===== src/sv/ccc_pkg.sv =====
package ccc_pkg;

  // Year counter width; the mod-400 reciprocal below is sized for 16 bits.
  localparam int YEAR_BITS = 16;
  localparam int Y400_BITS = 9;

  localparam logic [YEAR_BITS-1:0] RESET_YEAR = YEAR_BITS'(2000);
  // Year 2000 is a multiple of 400.
  localparam logic [Y400_BITS-1:0] RESET_Y400 = '0;

  // Year mod 400 by reciprocal: q = (y * RECIP_400) >> RECIP_SHIFT, exact for 16-bit y.
  localparam int RECIP_BITS  = 17;
  localparam int RECIP_SHIFT = 25;
  localparam logic [RECIP_BITS-1:0] RECIP_400 = RECIP_BITS'(83887);
  localparam int PROD_BITS = YEAR_BITS + RECIP_BITS;
  localparam int QUOT_BITS = PROD_BITS - RECIP_SHIFT;

  // Item kinds
  localparam logic KIND_TICK = 1'b0;
  localparam logic KIND_SET  = 1'b1;

  localparam logic [3:0] MONTH_JAN = 4'd1;
  localparam logic [3:0] MONTH_FEB = 4'd2;
  localparam logic [3:0] MONTH_DEC = 4'd12;

  localparam logic [5:0] LAST_SEC  = 6'd59;
  localparam logic [5:0] LAST_MIN  = 6'd59;
  localparam logic [4:0] LAST_HOUR = 5'd23;
  localparam logic [4:0] NOON      = 5'd12;
  localparam logic [Y400_BITS-1:0] LAST_Y400 = Y400_BITS'(399);

  // Days in a month; month must be 1..12, anything else reads as January.
  function automatic logic [4:0] month_days(input logic [3:0] month, input logic leap);
    logic [4:0] days;
    begin
      unique case (month)
        4'd2:                      days = leap ? 5'd29 : 5'd28;
        4'd4, 4'd6, 4'd9, 4'd11:   days = 5'd30;
        default:                   days = 5'd31;
      endcase
      return days;
    end
  endfunction

  // Leap test from the year's residue mod 400.
  function automatic logic leap_from_y400(input logic [Y400_BITS-1:0] y400);
    return (y400[1:0] == 2'b00) && (y400 != Y400_BITS'(100)) &&
           (y400 != Y400_BITS'(200)) && (y400 != Y400_BITS'(300));
  endfunction

endpackage


===== src/sv/calendar_clock_counter_unit.sv =====
// An accepted beat is held in the input stage, then applied in the update of the clock state.
// Throughput: one beat per cycle while out_ready holds; the output register refills in the cycle it is taken.
// The leap rule runs off a year-mod-400 counter kept with the year; a set beat gets its
// residue from one reciprocal multiply in the input stage.
// Reset (rst_n low, synchronous): 2000-01-01 00:00:00, both stages empty.
module calendar_clock_counter_unit (
  input  logic                           clk,
  input  logic                           rst_n,
  input  logic                           in_valid,
  output logic                           in_ready,
  input  logic                           in_kind,
  input  logic [3:0]                     in_set_month,
  input  logic [4:0]                     in_set_day,
  input  logic signed [16:0]             in_set_year,
  input  logic [4:0]                     in_set_hour,
  input  logic [5:0]                     in_set_minute,
  input  logic [5:0]                     in_set_second,
  output logic                           out_valid,
  input  logic                           out_ready,
  output logic [3:0]                     out_month,
  output logic [4:0]                     out_day,
  output logic [ccc_pkg::YEAR_BITS-1:0]  out_year,
  output logic [4:0]                     out_hour,
  output logic [5:0]                     out_minute,
  output logic [5:0]                     out_second,
  output logic [3:0]                     out_hour_twelve,
  output logic                           out_is_pm
);
  import ccc_pkg::*;

  // Input stage
  logic                  a_vld_r;
  logic                  a_kind_r;
  logic [3:0]            a_month_r;
  logic [4:0]            a_day_r;
  logic [YEAR_BITS-1:0]  a_year_r;
  logic [Y400_BITS-1:0]  a_y400_r;
  logic [4:0]            a_hour_r;
  logic [5:0]            a_min_r;
  logic [5:0]            a_sec_r;

  // Clock state, which doubles as the result register
  logic                  out_vld_r;
  logic [3:0]            month_r,  month_nxt;
  logic [4:0]            day_r,    day_nxt;
  logic [YEAR_BITS-1:0]  year_r,   year_nxt;
  logic [Y400_BITS-1:0]  y400_r,   y400_nxt;
  logic [4:0]            hour_r,   hour_nxt;
  logic [5:0]            min_r,    min_nxt;
  logic [5:0]            sec_r,    sec_nxt;
  logic [3:0]            h12_r,    h12_nxt;
  logic                  pm_r,     pm_nxt;

  logic                  in_acc;
  logic                  b_load;

  // Set-year residue mod 400
  logic                  set_neg;
  logic [YEAR_BITS-1:0]  set_year_lo;
  logic [YEAR_BITS-1:0]  set_year;
  logic [PROD_BITS-1:0]  set_prod;
  logic [QUOT_BITS-1:0]  set_quot;
  logic [YEAR_BITS-1:0]  set_q400;
  logic [YEAR_BITS-1:0]  set_rem;

  // Tick path
  logic                  sec_c, min_c, hour_c, day_c, mon_c;
  logic [4:0]            cur_days;
  logic [Y400_BITS-1:0]  y400_inc;

  // Set path
  logic [3:0]            ld_month;
  logic [4:0]            ld_days;

  // Handshake
  assign b_load   = a_vld_r && (!out_vld_r || out_ready);
  assign in_ready = !a_vld_r || b_load;
  assign in_acc   = in_valid && in_ready;

  // Reduce the set year mod 400 ahead of the input register
  assign set_neg     = in_set_year[16];
  assign set_year_lo = in_set_year[YEAR_BITS-1:0];
  assign set_year    = set_neg ? RESET_YEAR : set_year_lo;
  assign set_prod    = PROD_BITS'(set_year_lo) * PROD_BITS'(RECIP_400);
  assign set_quot    = set_prod[PROD_BITS-1:RECIP_SHIFT];
  assign set_q400    = YEAR_BITS'({set_quot, 8'b0}) + YEAR_BITS'({set_quot, 7'b0})
                     + YEAR_BITS'({set_quot, 4'b0});
  assign set_rem     = set_year_lo - set_q400;

  // Input register
  always_ff @(posedge clk) begin
    if (!rst_n) begin
      a_vld_r <= 1'b0;
    end else if (in_ready) begin
      a_vld_r <= in_valid;
    end
  end

  always_ff @(posedge clk) begin
    if (in_acc) begin
      a_kind_r  <= in_kind;
      a_month_r <= in_set_month;
      a_day_r   <= in_set_day;
      a_year_r  <= set_year;
      a_y400_r  <= set_neg ? RESET_Y400 : set_rem[Y400_BITS-1:0];
      a_hour_r  <= in_set_hour;
      a_min_r   <= in_set_minute;
      a_sec_r   <= in_set_second;
    end
  end

  // Carry chain for one tick
  assign cur_days = month_days(month_r, leap_from_y400(y400_r));
  assign sec_c    = sec_r >= LAST_SEC;
  assign min_c    = min_r >= LAST_MIN;
  assign hour_c   = hour_r >= LAST_HOUR;
  assign day_c    = day_r >= cur_days;
  assign mon_c    = month_r >= MONTH_DEC;
  assign y400_inc = (y400_r == LAST_Y400) ? '0 : y400_r + 1'b1;

  // Validated load values
  assign ld_month = (a_month_r >= MONTH_JAN && a_month_r <= MONTH_DEC) ? a_month_r : MONTH_JAN;
  assign ld_days  = month_days(ld_month, leap_from_y400(a_y400_r));

  // Next clock state
  always_comb begin
    month_nxt = month_r;
    day_nxt   = day_r;
    year_nxt  = year_r;
    y400_nxt  = y400_r;
    hour_nxt  = hour_r;
    min_nxt   = min_r;
    sec_nxt   = sec_r;
    if (a_kind_r == KIND_SET) begin
      month_nxt = ld_month;
      year_nxt  = a_year_r;
      y400_nxt  = a_y400_r;
      day_nxt   = (a_day_r != 5'd0 && a_day_r <= ld_days) ? a_day_r : 5'd1;
      hour_nxt  = (a_hour_r <= LAST_HOUR) ? a_hour_r : 5'd0;
      min_nxt   = (a_min_r <= LAST_MIN) ? a_min_r : 6'd0;
      sec_nxt   = (a_sec_r <= LAST_SEC) ? a_sec_r : 6'd0;
    end else begin
      sec_nxt = sec_c ? 6'd0 : sec_r + 6'd1;
      if (sec_c) begin
        min_nxt = min_c ? 6'd0 : min_r + 6'd1;
        if (min_c) begin
          hour_nxt = hour_c ? 5'd0 : hour_r + 5'd1;
          if (hour_c) begin
            day_nxt = day_c ? 5'd1 : day_r + 5'd1;
            if (day_c) begin
              month_nxt = mon_c ? MONTH_JAN : month_r + 4'd1;
              if (mon_c) begin
                // A wrap to year 0 restarts the residue at 0
                year_nxt = year_r + 1'b1;
                y400_nxt = (&year_r) ? '0 : y400_inc;
              end
            end
          end
        end
      end
    end
  end

  // 12-hour form
  always_comb begin
    pm_nxt = hour_nxt >= NOON;
    priority if (hour_nxt == 5'd0 || hour_nxt == NOON) begin
      h12_nxt = 4'd12;
    end else if (pm_nxt) begin
      h12_nxt = 4'(hour_nxt - NOON);
    end else begin
      h12_nxt = hour_nxt[3:0];
    end
  end

  // Update state and hold the result until taken
  always_ff @(posedge clk) begin
    if (!rst_n) begin
      out_vld_r <= 1'b0;
      month_r   <= MONTH_JAN;
      day_r     <= 5'd1;
      year_r    <= RESET_YEAR;
      y400_r    <= RESET_Y400;
      hour_r    <= 5'd0;
      min_r     <= 6'd0;
      sec_r     <= 6'd0;
      h12_r     <= 4'd12;
      pm_r      <= 1'b0;
    end else begin
      if (b_load) begin
        out_vld_r <= 1'b1;
        month_r   <= month_nxt;
        day_r     <= day_nxt;
        year_r    <= year_nxt;
        y400_r    <= y400_nxt;
        hour_r    <= hour_nxt;
        min_r     <= min_nxt;
        sec_r     <= sec_nxt;
        h12_r     <= h12_nxt;
        pm_r      <= pm_nxt;
      end else if (out_ready) begin
        out_vld_r <= 1'b0;
      end
    end
  end

  assign out_valid       = out_vld_r;
  assign out_month       = month_r;
  assign out_day         = day_r;
  assign out_year        = year_r;
  assign out_hour        = hour_r;
  assign out_minute      = min_r;
  assign out_second      = sec_r;
  assign out_hour_twelve = h12_r;
  assign out_is_pm       = pm_r;

  // Time fields stay in range
  a_time_range: assert property (@(posedge clk) disable iff (!rst_n)
    sec_r <= LAST_SEC && min_r <= LAST_MIN && hour_r <= LAST_HOUR)
    else $error("time field out of range");

  // Date fields stay in range
  a_date_range: assert property (@(posedge clk) disable iff (!rst_n)
    month_r >= MONTH_JAN && month_r <= MONTH_DEC && day_r != 5'd0 && day_r <= cur_days)
    else $error("date field out of range");

  // A tick below the minute boundary advances the second by one
  a_tick_step: assert property (@(posedge clk) disable iff (!rst_n)
    b_load && a_kind_r == KIND_TICK && !sec_c |=> sec_r == $past(sec_r) + 6'd1)
    else $error("tick did not advance second");

  // An empty input stage always takes a beat
  a_in_free: assert property (@(posedge clk) disable iff (!rst_n)
    !a_vld_r |-> in_ready)
    else $error("input stage empty but not ready");

  // AM/PM flag agrees with the 24-hour value
  a_pm_flag: assert property (@(posedge clk) disable iff (!rst_n)
    pm_r == (hour_r >= NOON))
    else $error("pm flag mismatch");

endmodule


===== config.mk =====
export PLATFORM = sky130hd
export DESIGN_NAME = calendar_clock_counter_unit
export DESIGN_NICKNAME = d
export VERILOG_FILES = /design/src/sv/ccc_pkg.sv /design/src/sv/calendar_clock_counter_unit.sv
export SDC_FILE = /design/constraint.sdc
export NUM_CORES = 1
export LEC_CHECK = 0
export ABC_AREA = 1
export ABC_CLOCK_PERIOD_IN_PS = 10100
export BUFFER_PORTS_ARGS = -buffer_cell sky130_fd_sc_hd__buf_2
export CORE_MARGIN = 2
export CORE_UTILIZATION = 45
export CTS_CLUSTER_DIAMETER = 40
export CTS_CLUSTER_SIZE = 28
export DETAILED_ROUTE_END_ITERATION = 12
export GPL_ROUTABILITY_DRIVEN = 0
export PLACE_DENSITY = 0.73
export SYNTH_ARGS = -nofsm -noshare
export SYNTH_HDL_FRONTEND = slang
export SYNTH_SLANG_ARGS = --single-unit
export TNS_END_PERCENT = 1

===== constraint.sdc =====
create_clock -name clk -period 10.1 [get_ports clk]
set_clock_uncertainty 0.15 [all_clocks]
set_input_delay 2.02 -clock clk [delete_from_list [all_inputs] [get_ports clk]]
set_output_delay 2.02 -clock clk [all_outputs]
set_load 0.1 [all_outputs]

==> report_table.html <==
<table>
<tr><th>Metric</th><th>Value</th></tr>
<tr><th colspan="2">Clock tree</th></tr>
<tr><td>Number of setup buffers added after CTS</td><td>0</td></tr>
<tr><td>Clk buf depth</td><td>2</td></tr>
<tr><td>Number of buffers created by CTS</td><td>9</td></tr>
<tr><td>Number of gates resized after CTS</td><td>0</td></tr>
<tr><td>Count of clock tree sinks</td><td>106</td></tr>
<tr><td>Clk pin slew, worst setup/hold paths</td><td>0.07 ns</td></tr>
<tr><td>Cell at the root of the clock tree</td><td>clkbuf_16</td></tr>
<tr><td>Source-to-sink clock delay at the later pin of the worst-skew pair</td><td>0.36 ns</td></tr>
<tr><td>TritonCTS clock tree</td><td>done</td></tr>
<tr><td>CTS Hold Buffers Added</td><td>0</td></tr>
<tr><td># H-tree levels</td><td>3</td></tr>
<tr><th colspan="2">Logic synthesis</th></tr>
<tr><td>Count of flip-flops with a built-in enable after synthesis</td><td>48</td></tr>
<tr><td>Post-Syn Instances</td><td>1259</td></tr>
<tr><td>Area share of the leading cell type in the synthesized netlist</td><td>18.3%</td></tr>
<tr><td>Area of the mapped netlist</td><td>0.0105 mm^2</td></tr>
<tr><td>Post-synthesis cell type with the largest combined area</td><td>fa_1</td></tr>
<tr><td>Main synth FF type</td><td>dfxtp_1</td></tr>
<tr><td>Main area contributors after synthesis</td><td>fa_1 (18%), ha_1 (18%), edfxtp_1 (14%)</td></tr>
<tr><td>Cell with the most instances after synthesis</td><td>inv_1</td></tr>
<tr><td>Cell variety after synth</td><td>45</td></tr>
<tr><td>Asr flop ratio synth</td><td>0%</td></tr>
<tr><td>Count of state elements after synthesis</td><td>106</td></tr>
<tr><td>Syn. warnings</td><td>0</td></tr>
<tr><td>Average cell area after synthesis</td><td>8.34 um^2</td></tr>
<tr><td>Most instantiated cells after synthesis</td><td>inv_1 (279), nand2_1 (212), ha_1 (147), fa_1 (96), nor2_1 (95)</td></tr>
<tr><td>Post-Synthesis Net Count</td><td>1550</td></tr>
<tr><td>Post-synthesis sequential area ratio</td><td>24.8%</td></tr>
<tr><th colspan="2">Detailed routing</th></tr>
<tr><td>DRT antenna net count</td><td>0</td></tr>
<tr><td>Average wire length per cell after detail routing</td><td>14.7 um</td></tr>
<tr><td>Final WL</td><td>24400 um</td></tr>
<tr><td>Number of remaining DRC errors</td><td>0</td></tr>
<tr><td>Initial detailed-routing violation count</td><td>481</td></tr>
<tr><td>Number of iterations in the first detailed-routing pass</td><td>5</td></tr>
<tr><td>Vias after detailed routing</td><td>8372</td></tr>
<tr><td>Detailed-route vias per instance</td><td>5.03</td></tr>
<tr><th colspan="2">STA</th></tr>
<tr><td>Max-slew violation count</td><td>0</td></tr>
<tr><td>Setup repair after global routing missed its margin</td><td>false</td></tr>
<tr><td>Count of final setup violators</td><td>0</td></tr>
<tr><td>Post-route worst setup slack</td><td>1.70 ns</td></tr>
<tr><td>Post-layout minimum cycle time</td><td>8.40 ns</td></tr>
<tr><td>Hold Fails Final Rpt</td><td>0</td></tr>
<tr><td>Max-Slew Margin vs Limit</td><td>30.8%</td></tr>
<tr><td>Setup TNS after final layout</td><td>0 ns</td></tr>
<tr><td>Post-route clock period utilization</td><td>83.2%</td></tr>
<tr><td>Fmax</td><td>119 MHz</td></tr>
<tr><td>Transition at the pin with the smallest max-transition slack</td><td>1.04 ns</td></tr>
<tr><th colspan="2">Floorplanning</th></tr>
<tr><td>Die Width</td><td>157 um</td></tr>
<tr><td>Cell row count</td><td>55</td></tr>
<tr><td>Area of the die</td><td>0.0246 mm^2</td></tr>
<tr><td>Placeable core region</td><td>0.0228 mm^2</td></tr>
<tr><td>Boundary pin count</td><td>97</td></tr>
<tr><td>Height of the die</td><td>157 um</td></tr>
<tr><td>Starting Density</td><td>46.1%</td></tr>
<tr><th colspan="2">Worst setup path</th></tr>
<tr><td>Slowest Stage Delay on Critical Path</td><td>0.57 ns</td></tr>
<tr><td>Data required, critical path</td><td>10.06 ns</td></tr>
<tr><td>Start-to-end type of the worst setup path</td><td>primary input to register</td></tr>
<tr><td>Critical path data arrival time</td><td>8.36 ns</td></tr>
<tr><td>Startpoint type of the worst setup path</td><td>primary input</td></tr>
<tr><td>Worst Setup End Kind</td><td>register</td></tr>
<tr><td>Origin of the worst setup path</td><td>in_set_year[13]</td></tr>
<tr><td>Startpoint of the lowest-slack register-to-register path</td><td>out_month[0]$_SDFFE_PN1P_</td></tr>
<tr><td>Critical path fanouts, max</td><td>6</td></tr>
<tr><td>Critical-path top delay cell</td><td>fa_1</td></tr>
<tr><th colspan="2">Outcome</th></tr>
<tr><td>Result of the run</td><td>completed</td></tr>
<tr><th colspan="2">Pwr</th></tr>
<tr><td>Net Sw Power</td><td>1.73 mW</td></tr>
<tr><td>Pint</td><td>1.65 mW</td></tr>
<tr><td>Pwr Density</td><td>292 mW/mm^2</td></tr>
<tr><td>Power after layout</td><td>3.38 mW</td></tr>
<tr><td>Leakage dissipation</td><td>5.99 nW</td></tr>
<tr><td>Combinational share of power</td><td>74.4%</td></tr>
<tr><td>Power share of the sequential group</td><td>15.5%</td></tr>
<tr><td>Fraction of power spent switching nets</td><td>51.2%</td></tr>
<tr><td>Clk pwr share</td><td>10.1%</td></tr>
<tr><td>IR drop worst, VDD</td><td>0.000189 V</td></tr>
<tr><th colspan="2">GRT</th></tr>
<tr><td>Total Routing Usage GR</td><td>20.5%</td></tr>
<tr><td>Pin count of the biggest net entering global routing</td><td>49</td></tr>
<tr><td>Vias in the first global route</td><td>8285</td></tr>
<tr><td>Initial antenna violation count</td><td>0</td></tr>
<tr><td>Wire length of the first global-routing pass</td><td>40100 um</td></tr>
<tr><td>Gr ovfl total</td><td>0</td></tr>
<tr><th colspan="2">Run</th></tr>
<tr><td>Maximum Capacitance Violations</td><td>0</td></tr>
<tr><th colspan="2">Worst hold path</th></tr>
<tr><td>Startpoint of the most critical hold path</td><td>out_hour_twelve[1]$_SDFFE_PN0P_</td></tr>
<tr><td>Tightest Hold Check Type</td><td>register to register</td></tr>
<tr><th colspan="2">Layout</th></tr>
<tr><td>Final core utilization</td><td>50.9%</td></tr>
<tr><td>Fraction of final layout cells sized beyond drive strength 1</td><td>9.76%</td></tr>
<tr><td>Non-filler cells, final</td><td>1666</td></tr>
<tr><td>Final net count</td><td>1639</td></tr>
<tr><td>Filler cells</td><td>2104</td></tr>
<tr><td>Area growth syn-to-layout</td><td>10.3%</td></tr>
<tr><td>Number of antenna cells inserted</td><td>0</td></tr>
<tr><th colspan="2">Place</th></tr>
<tr><td>Number of port buffers</td><td>96</td></tr>
<tr><td>HPWL reported at the end of detailed placement</td><td>20000 um</td></tr>
<tr><td>Number of placed instances, taps included</td><td>1650</td></tr>
<tr><td>Place WS</td><td>1.32 ns</td></tr>
</table>
==> layout make-up <==
class / count / area [um^2] / share of cell area (%)
multi-input cells: 852 / 6750 / 58.3
flip-flops and latches: 106 / 2600 / 22.5
inverters: 281 / 1050 / 9.11
repair buffers: 98 / 495 / 4.28
well taps: 313 / 392 / 3.38
clock buffers: 9 / 225 / 1.94
clock inverters: 7 / 62.6 / 0.540
==> kinds of logic after synthesis <==
| kind of cell | Yosys count | synth area share (%) |
|---|---|---|
| AND/OR/NAND/NOR | 398 | 16.2 |
| flip-flops | 106 | 24.8 |
| AO/OA/AOI/OAI | 184 | 9.97 |
| adder cells (fa/ha/maj) | 243 | 35.8 |
| buffers and inverters | 301 | 11.0 |
| XOR/XNOR | 27 | 2.25 |
==> power groups by stage <==
stage	Clock [mW]	Sequential, mW	Combinational (mW)
2_1_floorplan	0	0.573	1.91
5_1_grt	0.364	0.526	2.95
3_3_place_gp	0	0.533	2.44
3_5_place_dp	0	0.533	2.50
4_1_cts	0.346	0.524	2.52
6_report	0.340	0.525	2.51
==> layer usage <==
| layer | routed length (um) | global-route usage (%) | part of all wire [%] | vias to the layer above |
|---|---|---|---|---|
| li1 | - | - | - | 4204 |
| met1 | 11100 | 27.1 | 45 | 3910 |
| met2 | 11500 | 34.9 | 47 | 228 |
| met3 | 1420 | 3.16 | 5.8 | 30 |
| met4 | 438 | 5.72 | 1.8 | 0 |
| met5 | 0 | 0 | 0 | - |
==> critical path, delay by kind of cell <==
family                     cells  cell delay, ns
buffers and inverters          7            0.52
and+or+nand+nor                6            0.49
adders and majority gates     10            4.32
AOI/OAI and AO/OA              5            0.68
xor gates and xnor gates       2            0.33
==> state kept, by name, indices dropped and copies added (netlist names), 6 cells and up <==
| name | count |
|---|---|
| a_sec_r | 6 |
| y400_r | 9 |
| a_year_r | 16 |
| out_second | 6 |
| a_min_r | 6 |
| out_minute | 6 |
| out_year | 16 |
==> per-stage QoR <==
stage,hold slack [ns],instance area [um^2]
2_1_floorplan,0.303,10500
3_3_place_gp,0.303,11300
3_5_place_dp,0.305,11300
4_1_cts,0.315,11600
5_1_grt,0.356,11600
6_report,0.315,11600
==> path summary, 6_finish.rpt <==
| kind | end | slack [ns] | depth (start not counted) |
|---|---|---|---|
| setup / recovery | a_y400_r[8]$_SDFFCE_PP0P_ | 1.70 | 30 |
| setup reg to reg | out_year[14]$_SDFFE_PN0P_ | 6.94 | 14 |
| hold reg to reg | out_hour_twelve[1]$_SDFFE_PN0P_ | 0.31 | 2 |
| hold / removal | out_hour_twelve[1]$_SDFFE_PN0P_ | 0.31 | 2 |
==> cell usage in the layout, fill, tap and decap left out, types with 8 or more instances in the layout <==
cell type	count
o211ai_1	8
fa_1	96
nor2_1	95
nand3_1	40
dfxtp_1	58
buf_2	96
ha_1	147
o21ai_0	42
a21oi_1	76
a221oi_1	10
xnor2_1	11
inv_1	278
nand4_1	13
edfxtp_1	48
clkbuf_16	9
nor3_1	14
nand2_1	212
o21ai_1	20
xor2_1	16
Power figures use the tool's default switching activity.
